### config.mk
export PLATFORM = sky130hd
export DESIGN_NAME = dns_answer_record_extractor
export DESIGN_NICKNAME = d
export VERILOG_FILES = /design/src/hdl/dnsare_pkg.sv /design/src/hdl/dns_answer_record_extractor.sv
export SDC_FILE = /design/constraint.sdc
export NUM_CORES = 1
export LEC_CHECK = 0
export ABC_AREA = 1
export BUFFER_PORTS_ARGS = -buffer_cell sky130_fd_sc_hd__buf_4
export CAP_MARGIN = 20
export CORE_MARGIN = 2
export CORE_UTILIZATION = 55
export DETAILED_ROUTE_END_ITERATION = 7
export PLACE_DENSITY = 0.72
export REMOVE_ABC_BUFFERS = 1
export SKIP_LAST_GASP = 1
export SYNTH_ARGS = -nofsm -noshare
export SYNTH_HDL_FRONTEND = slang
export SYNTH_SLANG_ARGS = --single-unit
### constraint.sdc
create_clock -name clk -period 5.85 [get_ports clk]
set_input_delay 1.17 -clock clk [delete_from_list [all_inputs] [get_ports clk]]
set_output_delay 1.17 -clock clk [all_outputs]
set_load 0.02 [all_outputs]
### src/hdl/dnsare_pkg.sv
// Shared types and constants for the DNS answer record extractor.
// Depends on nothing; used by dns_answer_record_extractor and the testbench.
package dnsare_pkg;

	// Fixed field sizes and the name pointer mark of the DNS wire format
	localparam int unsigned HEADER_BYTES = 12;
	localparam int unsigned QFIXED_BYTES = 4;
	localparam int unsigned AFIXED_BYTES = 10;
	localparam logic [7:0]  PTR_MARK     = 8'hC0;

	// Configuration register indexes
	localparam logic CFG_MATCH_CLASS = 1'b0;
	localparam logic CFG_MATCH_TYPE  = 1'b1;

	// Result item kinds
	localparam logic KIND_DATA   = 1'b0;
	localparam logic KIND_STATUS = 1'b1;

	// Message status codes
	localparam logic [1:0] ST_NO_MATCH  = 2'd0;
	localparam logic [1:0] ST_MATCHED   = 2'd1;
	localparam logic [1:0] ST_MALFORMED = 2'd2;
	localparam logic [1:0] ST_TOO_LONG  = 2'd3;

	typedef struct packed {
		logic        kind;
		logic [7:0]  data;
		logic [11:0] offset;
		logic [15:0] length;
		logic        rec_end;
		logic [1:0]  status;
	} result_t;

endpackage

### src/hdl/dns_answer_record_extractor.sv
// A message byte accepted on the request channel is registered in the input stage and parsed
// there; its results enter the result queue when that stage advances, and the queue head offers them.
// Throughput: one byte per cycle; the final byte of a message may yield two results, which
// drain one per cycle while out_ready is high from a four-entry queue; the input holds while
// more than two wait. Reset (arst_n low, asynchronous): parser, input stage and queue clear;
// both match registers return to 1.
//
// DNS answer record extractor top level. Uses dnsare_pkg (types and constants).
module dns_answer_record_extractor #(
	parameter int unsigned MAX_MESSAGE_BYTES = 4096
) (
	input  logic        clk,
	input  logic        arst_n,
	// message byte request channel
	input  logic        in_valid,
	output logic        in_ready,
	input  logic [7:0]  msg_byte,
	input  logic        msg_last,
	// result request channel
	output logic        out_valid,
	input  logic        out_ready,
	output logic        item_kind,
	output logic [7:0]  data_byte,
	output logic [11:0] message_offset,
	output logic [15:0] record_length,
	output logic        record_end,
	output logic [1:0]  status,
	// configuration write port
	input  logic        cfg_we,
	input  logic        cfg_index,
	input  logic [15:0] cfg_data
);

	// Position counter must hold MAX_MESSAGE_BYTES itself and at least the 12 offset bits.
	localparam int unsigned POS_RAW = $clog2(MAX_MESSAGE_BYTES + 1);
	localparam int unsigned POS_W   = (POS_RAW > 12) ? POS_RAW : 12;
	localparam logic [POS_W-1:0] POS_MAX = POS_W'(MAX_MESSAGE_BYTES);

	localparam int unsigned QDEPTH = 4;
	localparam int unsigned QPTR_W = $clog2(QDEPTH);
	localparam logic [QPTR_W:0] QROOM2 = (QPTR_W+1)'(QDEPTH - 2);

	typedef enum logic [2:0] {
		PH_HEADER,
		PH_NAME_LEN,
		PH_NAME_LABEL,
		PH_NAME_PTR,
		PH_QFIXED,
		PH_AFIXED,
		PH_ADATA,
		PH_DONE
	} phase_t;

	// ------------------------------------------------------------------
	// Configuration registers
	// ------------------------------------------------------------------
	logic [15:0] match_class_q, match_type_q;

	always_ff @(posedge clk or negedge arst_n) begin
		if (!arst_n) begin
			match_class_q <= 16'd1;
			match_type_q  <= 16'd1;
		end else if (cfg_we) begin
			unique case (cfg_index)
				dnsare_pkg::CFG_MATCH_CLASS: match_class_q <= cfg_data;
				dnsare_pkg::CFG_MATCH_TYPE:  match_type_q  <= cfg_data;
				default: ;
			endcase
		end
	end

	// ------------------------------------------------------------------
	// Input stage: hold one request until the result queue has room for two
	// ------------------------------------------------------------------
	logic       valid_s1;
	logic [7:0] byte_s1;
	logic       last_s1;
	logic       adv;
	logic [QPTR_W:0] cnt_q;

	assign adv      = valid_s1 && (cnt_q <= QROOM2);
	assign in_ready = !valid_s1 || adv;

	always_ff @(posedge clk or negedge arst_n) begin
		if (!arst_n) begin
			valid_s1 <= 1'b0;
		end else if (in_ready) begin
			valid_s1 <= in_valid;
		end
	end

	always_ff @(posedge clk) begin
		if (in_valid && in_ready) begin
			byte_s1 <= msg_byte;
			last_s1 <= msg_last;
		end
	end

	// ------------------------------------------------------------------
	// Parser state
	// ------------------------------------------------------------------
	phase_t          phase_q, phase_n;
	logic [3:0]      fc_q, fc_n;
	logic [15:0]     qleft_q, qleft_n;
	logic [15:0]     aleft_q, aleft_n;
	logic [7:0]      label_q, label_n;
	logic [15:0]     rtype_q, rtype_n;
	logic [15:0]     rclass_q, rclass_n;
	logic [15:0]     dleft_q, dleft_n;
	logic [15:0]     rlen_q, rlen_n;
	logic            rmatch_q, rmatch_n;
	logic            anym_q, anym_n;
	logic            toolong_q, toolong_n;
	logic [POS_W-1:0] pos_q, pos_n;

	// results produced by the byte in the input stage
	logic                push_data, push_stat;
	dnsare_pkg::result_t res_data, res_stat;

	always_comb begin
		logic        too_long_now;
		logic [3:0]  fc_inc;
		logic [15:0] dec16;
		logic [7:0]  dec8;
		logic        match_now;
		logic        more_items;

		too_long_now = (pos_q >= POS_MAX);
		fc_inc       = fc_q + 4'd1;
		dec8         = label_q - 8'd1;
		dec16        = 16'd0;
		match_now    = 1'b0;
		more_items   = 1'b0;

		phase_n   = phase_q;
		fc_n      = fc_q;
		qleft_n   = qleft_q;
		aleft_n   = aleft_q;
		label_n   = label_q;
		rtype_n   = rtype_q;
		rclass_n  = rclass_q;
		dleft_n   = dleft_q;
		rlen_n    = rlen_q;
		rmatch_n  = rmatch_q;
		anym_n    = anym_q;
		toolong_n = toolong_q;
		pos_n     = pos_q;

		push_data = 1'b0;
		res_data  = '0;
		res_stat  = '0;

		if (too_long_now) begin
			// stop parsing past the size limit
			toolong_n = 1'b1;
			phase_n   = PH_DONE;
		end else begin
			pos_n = pos_q + POS_W'(1);
			unique case (phase_q)
				PH_HEADER: begin
					case (fc_q)
						4'd4: qleft_n = {byte_s1, 8'h00};
						4'd5: qleft_n = {qleft_q[15:8], byte_s1};
						4'd6: aleft_n = {byte_s1, 8'h00};
						4'd7: aleft_n = {aleft_q[15:8], byte_s1};
						default: ;
					endcase
					fc_n = fc_inc;
					if (fc_inc >= 4'(dnsare_pkg::HEADER_BYTES)) begin
						fc_n       = 4'd0;
						more_items = (qleft_n != 16'd0) || (aleft_n != 16'd0);
						phase_n    = more_items ? PH_NAME_LEN : PH_DONE;
					end
				end
				PH_NAME_LEN: begin
					if (byte_s1 == 8'd0) begin
						fc_n    = 4'd0;
						phase_n = (qleft_q != 16'd0) ? PH_QFIXED : PH_AFIXED;
					end else if ((byte_s1 & dnsare_pkg::PTR_MARK) == dnsare_pkg::PTR_MARK) begin
						phase_n = PH_NAME_PTR;
					end else begin
						label_n = byte_s1;
						phase_n = PH_NAME_LABEL;
					end
				end
				PH_NAME_LABEL: begin
					label_n = dec8;
					if (dec8 == 8'd0) begin
						phase_n = PH_NAME_LEN;
					end
				end
				PH_NAME_PTR: begin
					fc_n    = 4'd0;
					phase_n = (qleft_q != 16'd0) ? PH_QFIXED : PH_AFIXED;
				end
				PH_QFIXED: begin
					fc_n = fc_inc;
					if (fc_inc >= 4'(dnsare_pkg::QFIXED_BYTES)) begin
						fc_n       = 4'd0;
						qleft_n    = qleft_q - 16'd1;
						more_items = (qleft_n != 16'd0) || (aleft_q != 16'd0);
						phase_n    = more_items ? PH_NAME_LEN : PH_DONE;
					end
				end
				PH_AFIXED: begin
					case (fc_q)
						4'd0: rtype_n  = {byte_s1, 8'h00};
						4'd1: rtype_n  = {rtype_q[15:8], byte_s1};
						4'd2: rclass_n = {byte_s1, 8'h00};
						4'd3: rclass_n = {rclass_q[15:8], byte_s1};
						4'd8: dleft_n  = {byte_s1, 8'h00};
						4'd9: dleft_n  = {dleft_q[15:8], byte_s1};
						default: ;
					endcase
					fc_n = fc_inc;
					if (fc_inc >= 4'(dnsare_pkg::AFIXED_BYTES)) begin
						fc_n      = 4'd0;
						aleft_n   = aleft_q - 16'd1;
						match_now = (rtype_n == match_type_q) && (rclass_n == match_class_q);
						rmatch_n  = match_now;
						anym_n    = anym_q || match_now;
						rlen_n    = dleft_n;
						if (dleft_n == 16'd0) begin
							more_items = (qleft_q != 16'd0) || (aleft_n != 16'd0);
							phase_n    = more_items ? PH_NAME_LEN : PH_DONE;
						end else begin
							phase_n = PH_ADATA;
						end
					end
				end
				PH_ADATA: begin
					dec16   = dleft_q - 16'd1;
					dleft_n = dec16;
					if (rmatch_q) begin
						push_data        = 1'b1;
						res_data.kind    = dnsare_pkg::KIND_DATA;
						res_data.data    = byte_s1;
						res_data.offset  = pos_q[11:0];
						res_data.length  = rlen_q;
						res_data.rec_end = (dec16 == 16'd0);
						res_data.status  = dnsare_pkg::ST_NO_MATCH;
					end
					if (dec16 == 16'd0) begin
						more_items = (qleft_q != 16'd0) || (aleft_q != 16'd0);
						phase_n    = more_items ? PH_NAME_LEN : PH_DONE;
					end
				end
				PH_DONE: ;
				default: ;
			endcase
		end

		// end-of-message status ranks too long over malformed over match
		push_stat     = last_s1;
		res_stat.kind = dnsare_pkg::KIND_STATUS;
		if (toolong_n) begin
			res_stat.status = dnsare_pkg::ST_TOO_LONG;
		end else if (phase_n != PH_DONE) begin
			res_stat.status = dnsare_pkg::ST_MALFORMED;
		end else if (anym_n) begin
			res_stat.status = dnsare_pkg::ST_MATCHED;
		end else begin
			res_stat.status = dnsare_pkg::ST_NO_MATCH;
		end
	end

	always_ff @(posedge clk or negedge arst_n) begin
		if (!arst_n) begin
			phase_q   <= PH_HEADER;
			fc_q      <= '0;
			qleft_q   <= '0;
			aleft_q   <= '0;
			label_q   <= '0;
			rtype_q   <= '0;
			rclass_q  <= '0;
			dleft_q   <= '0;
			rlen_q    <= '0;
			rmatch_q  <= 1'b0;
			anym_q    <= 1'b0;
			toolong_q <= 1'b0;
			pos_q     <= '0;
		end else if (adv) begin
			if (last_s1) begin
				// drop all message state after the status item
				phase_q   <= PH_HEADER;
				fc_q      <= '0;
				qleft_q   <= '0;
				aleft_q   <= '0;
				label_q   <= '0;
				rtype_q   <= '0;
				rclass_q  <= '0;
				dleft_q   <= '0;
				rlen_q    <= '0;
				rmatch_q  <= 1'b0;
				anym_q    <= 1'b0;
				toolong_q <= 1'b0;
				pos_q     <= '0;
			end else begin
				phase_q   <= phase_n;
				fc_q      <= fc_n;
				qleft_q   <= qleft_n;
				aleft_q   <= aleft_n;
				label_q   <= label_n;
				rtype_q   <= rtype_n;
				rclass_q  <= rclass_n;
				dleft_q   <= dleft_n;
				rlen_q    <= rlen_n;
				rmatch_q  <= rmatch_n;
				anym_q    <= anym_n;
				toolong_q <= toolong_n;
				pos_q     <= pos_n;
			end
		end
	end

	// ------------------------------------------------------------------
	// Result queue: up to two pushes and one pop per cycle
	// ------------------------------------------------------------------
	dnsare_pkg::result_t q_mem [QDEPTH];
	logic [QPTR_W-1:0] wr_q, rd_q;
	logic       pop;
	logic [1:0] push_n;

	assign pop    = out_valid && out_ready;
	assign push_n = adv ? (2'(push_data) + 2'(push_stat)) : 2'd0;

	always_ff @(posedge clk) begin
		if (adv) begin
			if (push_data) begin
				q_mem[wr_q] <= res_data;
				if (push_stat) begin
					q_mem[wr_q + QPTR_W'(1)] <= res_stat;
				end
			end else if (push_stat) begin
				q_mem[wr_q] <= res_stat;
			end
		end
	end

	always_ff @(posedge clk or negedge arst_n) begin
		if (!arst_n) begin
			wr_q  <= '0;
			rd_q  <= '0;
			cnt_q <= '0;
		end else begin
			wr_q  <= wr_q + QPTR_W'(push_n);
			if (pop) begin
				rd_q <= rd_q + QPTR_W'(1);
			end
			cnt_q <= cnt_q + (QPTR_W+1)'(push_n) - (QPTR_W+1)'(pop);
		end
	end

	dnsare_pkg::result_t head;
	assign head           = q_mem[rd_q];
	assign out_valid      = (cnt_q != '0);
	assign item_kind      = head.kind;
	assign data_byte      = head.data;
	assign message_offset = head.offset;
	assign record_length  = head.length;
	assign record_end     = head.rec_end;
	assign status         = head.status;

	// ------------------------------------------------------------------
	// Assertions
	// ------------------------------------------------------------------
	a_queue_bound: assert property (@(posedge clk) disable iff (!arst_n)
		cnt_q <= (QPTR_W+1)'(QDEPTH))
		else $error("result queue overflow");

	a_pos_bound: assert property (@(posedge clk) disable iff (!arst_n)
		pos_q <= POS_MAX)
		else $error("byte position ran past limit");

	a_clear_after_last: assert property (@(posedge clk) disable iff (!arst_n)
		adv && last_s1 |=> phase_q == PH_HEADER && pos_q == '0 && !anym_q)
		else $error("message state not cleared after final byte");

	a_status_pushed: assert property (@(posedge clk) disable iff (!arst_n)
		adv && last_s1 |=> cnt_q != '0)
		else $error("final byte produced no status result");

	a_label_nonzero: assert property (@(posedge clk) disable iff (!arst_n)
		phase_q == PH_NAME_LABEL |-> label_q != 8'd0)
		else $error("label phase with zero count");

endmodule

* Word level (Yosys, flattened, before mapping) *
Memories as Yosys holds them, arrays and structs flattened.
Cells that the tools add are included.

operators by class
  add/subtract/negate cells = 12
  order comparisons = 5
  equal/unequal tests = 25
  mux-type cells = 97
  bitwise logic cells = 2
  reductions and logical operators = 41

operators with widths
  kind                                                                   number
  16-bit two-way mux                                                     28
  16-bit case mux with 2 select lines                                    8
  39-bit two-way mux                                                     3
  16-bit nonzero test                                                    6
  16-bit by 1-bit subtractor with 16-bit output, second input constant   3
  40-bit two-way mux                                                     1
  3-bit two-way mux                                                      13
  16-bit equality test                                                   2
  16-bit logical NOT                                                     2
  8-bit two-way mux                                                      4
  1-bit two-way mux                                                      26
  13-bit two-way mux                                                     2
  4-bit two-way mux                                                      6
  3-bit case mux with 7 select lines                                     1
  4-bit case mux with 5 select lines                                     1
  3-bit inequality test, second input constant                           6
  4-bit by 3-bit equality test with 1-bit output, second input constant  4
  8-bit logical NOT                                                      2
  8-bit case mux with 2 select lines                                     1
  4-bit AND reduction                                                    4
  3-bit nonzero test                                                     5
  13-bit by 1-bit adder with 13-bit output, second input constant        1
  13-bit greater-or-equal comparator, second input constant              1
  3-bit equality test, second input constant                             3
  other kinds (30)                                                       49

word-level totals
  flip-flop bits (word level) = 176
  RAM bits = 160
  input port bits = 31
  output and inout port bits = 42
  memories = 1

memory list
  name   depth  width  read ports  clocked after Yosys merged registers in  wr ports  line                                source
  q_mem  4      40     1           0                                        2         dns_answer_record_extractor.sv:319  dnsare_pkg::result_t q_mem [QDEPTH];

* Logic depth before layout (Yosys ltp) *
Gate-level depths: netlist (run 1).

  depth in word-level cells = 14
  gate-level depth with buffers = 18
  mapped depth without buffers = 18

* Worst setup path before layout (run 1) *
OpenSTA, ideal clock, no wires.

  path kind = input to register
  start = in out_ready
  end = reg cnt_q[2]
  setup time = 0.129 ns
  data arrival time = 2.612 ns
  slack = 3.109 ns
  stages = 8
  path buffers = 0
  cell sequence = a21boi_0 ha_1 inv_1 ha_1 inv_1 fa_1 xnor2_1 xor2_1

on the way
  cells in the longest elaborated chain, start to end = 2

RTL lines
  what                                         line                                source
  start, declared                              dns_answer_record_extractor.sv:21   input logic out_ready,
  1-bit logical AND                            dns_answer_record_extractor.sv:324  assign pop = out_valid && out_ready;
  3-bit by 1-bit subtractor with 3-bit output  dns_answer_record_extractor.sv:350  cnt_q <= cnt_q + (QPTR_W+1)'(push_n) - (QPTR_W+1)'(pop);
  end signal, assigned                         dns_answer_record_extractor.sv:350
  end, declared                                dns_answer_record_extractor.sv:79   logic [QPTR_W:0] cnt_q;

Every way passes these cells.
A chain may end at the register's enable or synchronous reset.

* Worst setup path in the final report (run 1) *
  start = reg rd_q[0]
  end = out message_offset[2]

on the way
  cells in the longest elaborated chain, start to end = 1

RTL lines
  what                    line                                source
  start, declared         dns_answer_record_extractor.sv:320  logic [QPTR_W-1:0] wr_q, rd_q;
  start signal, assigned  dns_answer_record_extractor.sv:348  rd_q <= rd_q + QPTR_W'(1);
  memory 4 x 40 bit       --
  end, declared           dns_answer_record_extractor.sv:24   output logic [11:0] message_offset,

Every way passes these cells.

==> flow_metrics.tcl, run 1 <==
set metrics [dict create \
    postLayoutCoreUtil_pct 62.3 \
    critPathArrivalTime_ns 2.95 \
    rows 65 \
    maxSlewViolCount 0 \
    fin_cells 2916 \
    die_area_sq_um 33600 \
    place_hpwl_um 35100 \
    max-vdd-ir-drop_v 0.000243 \
    crit_start "rd_q[0]" \
    grt_max_degree 84 \
    hold_viol 0 \
    clk_path_buf_depth 3 \
    status "complete, no violations" \
    setup_tns_ns 0 \
    wire_per_inst_um 17.7 \
    syn_area_per_cell_sq_um 7.19 \
    routed_via_density 5.78 \
    layout_commonest_cell "nand2_1" \
    drc 0 \
    r2r-start "phase_q[1]" \
    swShare_pct 40.7 \
    finClkSkew_ns 0.0172 \
    pwr-share-seq_pct 32.0 \
    synth_mux_area_share_pct 0 \
    firstDrtPassIters 6 \
    power_switching_mw 3.30 \
    worstPathMaxFanout 83 \
    final_cell_mix "706 x nand2_1, 339 x o21ai_0, 260 x nor2_1, 222 x inv_1, 164 x dfrtp_1" \
    cts_setup_buffers 0 \
    grt_pass1_vias 16500 \
    syn_to_final_growth_pct 11.3 \
    via_count 16800 \
    combPwrFrac_pct 37.9 \
    hold_start "q_mem[0][39]" \
    fillers 2907 \
    clock-root-buffer "clkbuf_16" \
    synth_compound_area_share_pct 18.0 \
    fmax_ghz 0.243 \
    fin_area_sq_um 19700 \
    p_int_mw 4.80 \
    wirelength_um 51700 \
    final_antenna_net_count 0 \
    register_area_sq_um 7740 \
    grt_first_pass_wirelength_um 84800 \
    finalCritPeriodShare_pct 70.4 \
    critPathCaptureType "output pin" \
    synth-seq-area-share_pct 43.8 \
    worstSetupPathType "flop to output pin" \
    gp_congestion 0.968 \
    hold_buffers 0 \
    clock-sinks 336 \
    rsz0062_at_grt "false" \
    cts_buffers 38 \
    cp.required_ns 4.68 \
    drt_iter0_markers 1538 \
    synth.cell_area_sq_um 17700 \
    hold_path.class "flop to flop" \
    grt_antenna_before_repair 0 \
    die_h_um 183 \
    cts_resized 0 \
    setup_violations 0 \
    initial_core_util_pct 56.0 \
    power_mw 8.10 \
    ios 73 \
    tightest_slew_ns 0.933 \
    multi_input_area_sq_um 8530 \
    ys_warn_count 0 \
    clkTransAtPathRegs_ns 0.06 \
    nets 2538 \
    syn_inst 2456 \
    post_route_cells_drive_above_1_share_pct 9.55 \
    worstSkewPairLatency_ns 0.54 \
    synth_top_family_by_area "simple AND/OR/NAND/NOR gates" \
    maxSlewHeadroom_pct 37.6 \
    h-tree-depth 2 \
    track_usage_pct 31.3 \
    cts_tree "done" \
    grt-ovfl-total 0 \
    port_buffers 72 \
    die_w_um 183 \
    finalCriticalPeriod_ns 4.12 \
    pwr-share-clk_pct 30.1 \
    cap_violations 0 \
    leakage_nw 9.01 \
    synthXorXnorAreaFrac_pct 1.19 \
    critPathLaunchType "flop" \
    synth-simple-area-share_pct 27.4 \
    place_inst 2845 \
    yosys_register_bits 336 \
    synthAdderAreaFrac_pct 1.67 \
    place_area_sq_um 18400 \
    synth.distinct_cells 55 \
    powerDensity_nw_per_um2 412 \
    antenna_cells 0 \
    core_area_sq_um 31600 \
]
## final cells by class
| cell class | instances | share of cell area [%] |
|---|---|---|
| Clock buffer | 53 | 5.54 |
| Sequential cell | 336 | 39.3 |
| Multi-Input combinational cell | 1772 | 43.4 |
| Tap cell | 402 | 2.56 |
| Clock inverter | 17 | 0.916 |
| Inverter | 246 | 4.73 |
| Timing Repair Buffer | 90 | 3.52 |
## power by group through the flow
stage,clock network (mW),registers [mW],logic [mW]
finish,2.44,2.59,3.07
CTS,2.45,2.59,3.04
detailed placement,0,2.63,3.02
global route,2.54,2.60,3.36
floorplan,0,2.66,1.89
global placement,0,2.63,2.97
## stage by stage
step	hold slack (ns)	worst slack [ns]
final	0.450	1.73
after global routing	0.480	1.54
after CTS	0.450	1.74
after detailed placement	0.433	2.33
after global placement	0.431	2.41
after floorplan	0.414	1.09
## sequential cells by signal, summed over array words and instances (netlist names), 2 cells and up
register and count:
wr_q 2, cnt_q 3, match_type_q 16, byte_s1 8, q_mem 160, qleft_q 16, pos_q 13, aleft_q 16
match_class_q 16, rtype_q 16, phase_q 3, rclass_q 16, rlen_q 16, dleft_q 16, label_q 8, rd_q 2
fc_q 4
## synth_stat cells, drive strengths merged
library cell	count	area, sq um
nand2	718	2740
o21ai	385	1940
nor2	282	1180
inv	244	923
dfrtp	165	4130
dfxtp	152	3040
nand3	108	603
o22ai	97	607
clkbuf	62	233
a21oi	47	295
buf	40	235
nand4	23	165
ha	22	275
nor3	19	111
xor2	18	158
edfxtp	17	510
a22o	13	114
o32ai	6	52.6
xnor2	6	52.6
nor4	4	25.0
o211ai	4	35.0
a22oi	3	22.5
o2111ai	3	26.3
a211oi	2	15.0
a32o	2	20.0
clkinv	2	7.51
dfstp	2	52.6
nand3b	2	15.0
o31ai	2	25.0
a2111oi	1	8.76
a21boi	1	7.51
a31oi	1	6.26
and3	1	6.26
fa	1	20.0
o21bai	1	7.51
## worst max-delay path, cell delays in order, from the launching register on
cell and delay [ns]:
dfrtp_2 0.34, buf_4 0.66, inv_2 0.43, buf_4 0.40, o21ai_0 0.26, o22ai_1 0.11
buf_4 0.17
## metal layers
metal  global-route usage [%]  wire [um]  up-vias
li1                         -          -     8115
met1                     40.9      22200     7981
met2                     52.9      24100      609
met3                     3.73       3380      139
met4                     12.9       1990        0
met5                        0          0        -
## cells by family after synthesis
group           count (synthesis)
compound gates                568
xor+xnor                       24
fa+ha+maj                      23
buf+inv                       348
flops                         336
simple gates                 1157
## path summary, 6_finish.rpt
path                                     end  slack [ns]  cells after the start
max                        message_offset[2]        1.73                      6
min                             q_mem[0][39]        0.45                      2
max reg2reg                     q_mem[3][34]        2.44                     13
min reg2reg                     q_mem[0][39]        0.45                      2
max in group asynchronous        aleft_q[11]        4.01                      2
min in group asynchronous            rd_q[1]        0.65                      1
Power figures use the tool's default switching activity.
==> run 2, diff against run 1 <==
- clock period: 5.85 -> 4.21 ns (I/O delays scaled with it)
==> run 2 against run 1 <==
  * Sequential share of layout area decreased by 0.27 points
  * Setup slack worse by 0.72 ns
  * Non-clock buffer count is 9 higher
  * Final area increased by 0.68%
  * Critical path type unchanged
==> flow_metrics.tcl, run 2 (synthesis gave the netlist of run 1 again) <==
set metrics [dict create \
    regToRegSetupSlack_ns 1.12 \
    worstPathCellList "inv_1 > buf_4 > o21ai_0 > o22ai_1 > buf_4" \
    crit_slowest_cell "inv_1" \
    leakage_nw 9.11 \
    rows 65 \
    finClkSkew_ns 0.0130 \
    h-tree-depth 2 \
    setup_tns_ns 0 \
    cap_violations 0 \
    cp.required_ns 3.37 \
    routed_via_density 5.77 \
    cts_tree "done" \
    finalCriticalPeriod_ns 3.20 \
    firstDrtPassIters 6 \
    path_delay_family "buffers and inverters" \
    layout_commonest_cell "nand2_1" \
    critPathArrivalTime_ns 2.35 \
    drt_iter0_markers 1686 \
    register_area_sq_um 7740 \
    crit_end "data_byte[4]" \
    drc 0 \
    fmax_ghz 0.313 \
    core_area_sq_um 31600 \
    nets 2547 \
    r2r-start "fc_q[1]" \
    place_hpwl_um 36300 \
    ios 73 \
    die_area_sq_um 33600 \
    critPathBufInv 3 \
    multi_input_area_sq_um 8530 \
    syn_to_final_growth_pct 12.1 \
    worstSetupPathType "flop to output pin" \
    setup_violations 0 \
    hold_path.class "input port to async pin" \
    grt_first_pass_wirelength_um 85400 \
    cp_slowest_stage_delay_ns 0.58 \
    grt_max_degree 83 \
    cts_setup_buffers 0 \
    grt-ovfl-total 0 \
    top_register "q_mem" \
    grt_pass1_vias 16000 \
    maxSlewHeadroom_pct 32.4 \
    finalCritPeriodShare_pct 75.9 \
    powerDensity_nw_per_um2 578 \
    wire_per_inst_um 18.2 \
    r2r-end "q_mem[2][0]" \
    power_mw 11.4 \
    initial_core_util_pct 56.0 \
    maxSlewViolCount 0 \
    clkTransAtPathRegs_ns 0.06 \
    track_usage_pct 31.9 \
    die_w_um 183 \
    gp_congestion 0.966 \
    cts_resized 0 \
    hold_viol 0 \
    reg2regPathDepth 16 \
    crit_top_cell "buf_4" \
    fillers 2874 \
    via_count 16900 \
    hold_buffers 0 \
    cts_buffers 38 \
    worstPathMaxFanout 21 \
    antenna_cells 0 \
    critPathLaunchType "flop" \
    rsz0062_at_grt "false" \
    clock-sinks 336 \
    final_antenna_net_count 0 \
    status "complete, no violations" \
    crit_start "rd_q[1]" \
    cp_num_cells 5 \
    post_route_cells_drive_above_1_share_pct 10.3 \
    clk_path_buf_depth 3 \
    max-vdd-ir-drop_v 0.000479 \
    die_h_um 183 \
    port_buffers 72 \
    final_cell_mix "706 x nand2_1, 339 x o21ai_0, 260 x nor2_1, 222 x inv_1, 164 x dfrtp_1" \
    clock-root-buffer "clkbuf_16" \
    grt_antenna_before_repair 0 \
    wirelength_um 53200 \
    critPathCaptureType "output pin" \
    largest_register_ffs 160 \
    tightest_slew_ns 1.01 \
    worstSkewPairLatency_ns 0.54 \
]
run 2: cell types whose count changed in the layout (fill, tap and decap cells not counted), sizes merged:
cell / before / now
clkinvlp: 2 / 1
bufinv: 3 / 2
inv: 247 / 249
buf: 90 / 99
run 2: power breakdown:
group          leakage (nW)  switching, mW  internal, mW
logic                  4.80           3.08          1.28
registers              3.64          0.166          3.42
clock network         0.671           1.42          2.09
total                  9.11           4.66          6.78
run 2: how the worst min path moves through the flow:
stage / from / cells after the start / slack, ns / endpoint
after CTS: arst_n / 1 / 0.28 / rd_q[0]
after global routing: arst_n / 1 / 0.28 / rd_q[0]
after floorplan: q_mem[1][39] / 2 / 0.41 / q_mem[1][39]
after detailed placement: q_mem[1][39] / 2 / 0.43 / q_mem[1][39]
after global placement: q_mem[1][39] / 2 / 0.43 / q_mem[1][39]
final: arst_n / 1 / 0.24 / rd_q[0]
run 2: worst reg2reg max path, cell delays in order (launching register included):
cell and delay (ns):
dfrtp_1 0.42, inv_1 0.12, ha_1 0.48, inv_1 0.21, nor2_2 0.30, nand2_1 0.14
nand2_1 0.12, nand2_1 0.05, nand2_1 0.05, nand3_1 0.06, nor2_1 0.14, nand2_1 0.10
nor2_1 0.15, nand3_1 0.15, nand2_2 0.14, nand4_4 0.15, a21oi_1 0.17
run 2: per-layer routing:
layer	wire [um]	share of wire [%]	GRT usage, %	up-vias
li1	-	-	-	8126
met1	22500	42	41.9	7921
met2	24700	46	53.4	672
met3	3920	7.4	4.69	157
met4	2110	4.0	12.1	0
met5	0	0	0	-
run 2: metrics by stage:
stage | hold WS [ns] | cell area, sq um | cells | util (%) | setup slack (ns)
finish | 0.238 | 19800 | 2925 | 62.7 | 1.01
global route | 0.285 | 19800 | 2925 | 62.7 | 0.876
CTS | 0.285 | 19800 | 2925 | 62.7 | 1.05
detailed placement | 0.435 | 18500 | 2855 | 58.5 | 1.16
global placement | 0.431 | 18500 | 2855 | 58.5 | 1.31
floorplan | 0.414 | 17200 | 2354 | - | -0.219
run 2: layout make-up:
class	count	area share, %
multi-input cells	1772	43.1
flip-flops and latches	336	39.1
clock buffers	53	5.92
repair buffers	99	3.84
clock inverters	17	0.834
well taps	402	2.54
inverters	246	4.70
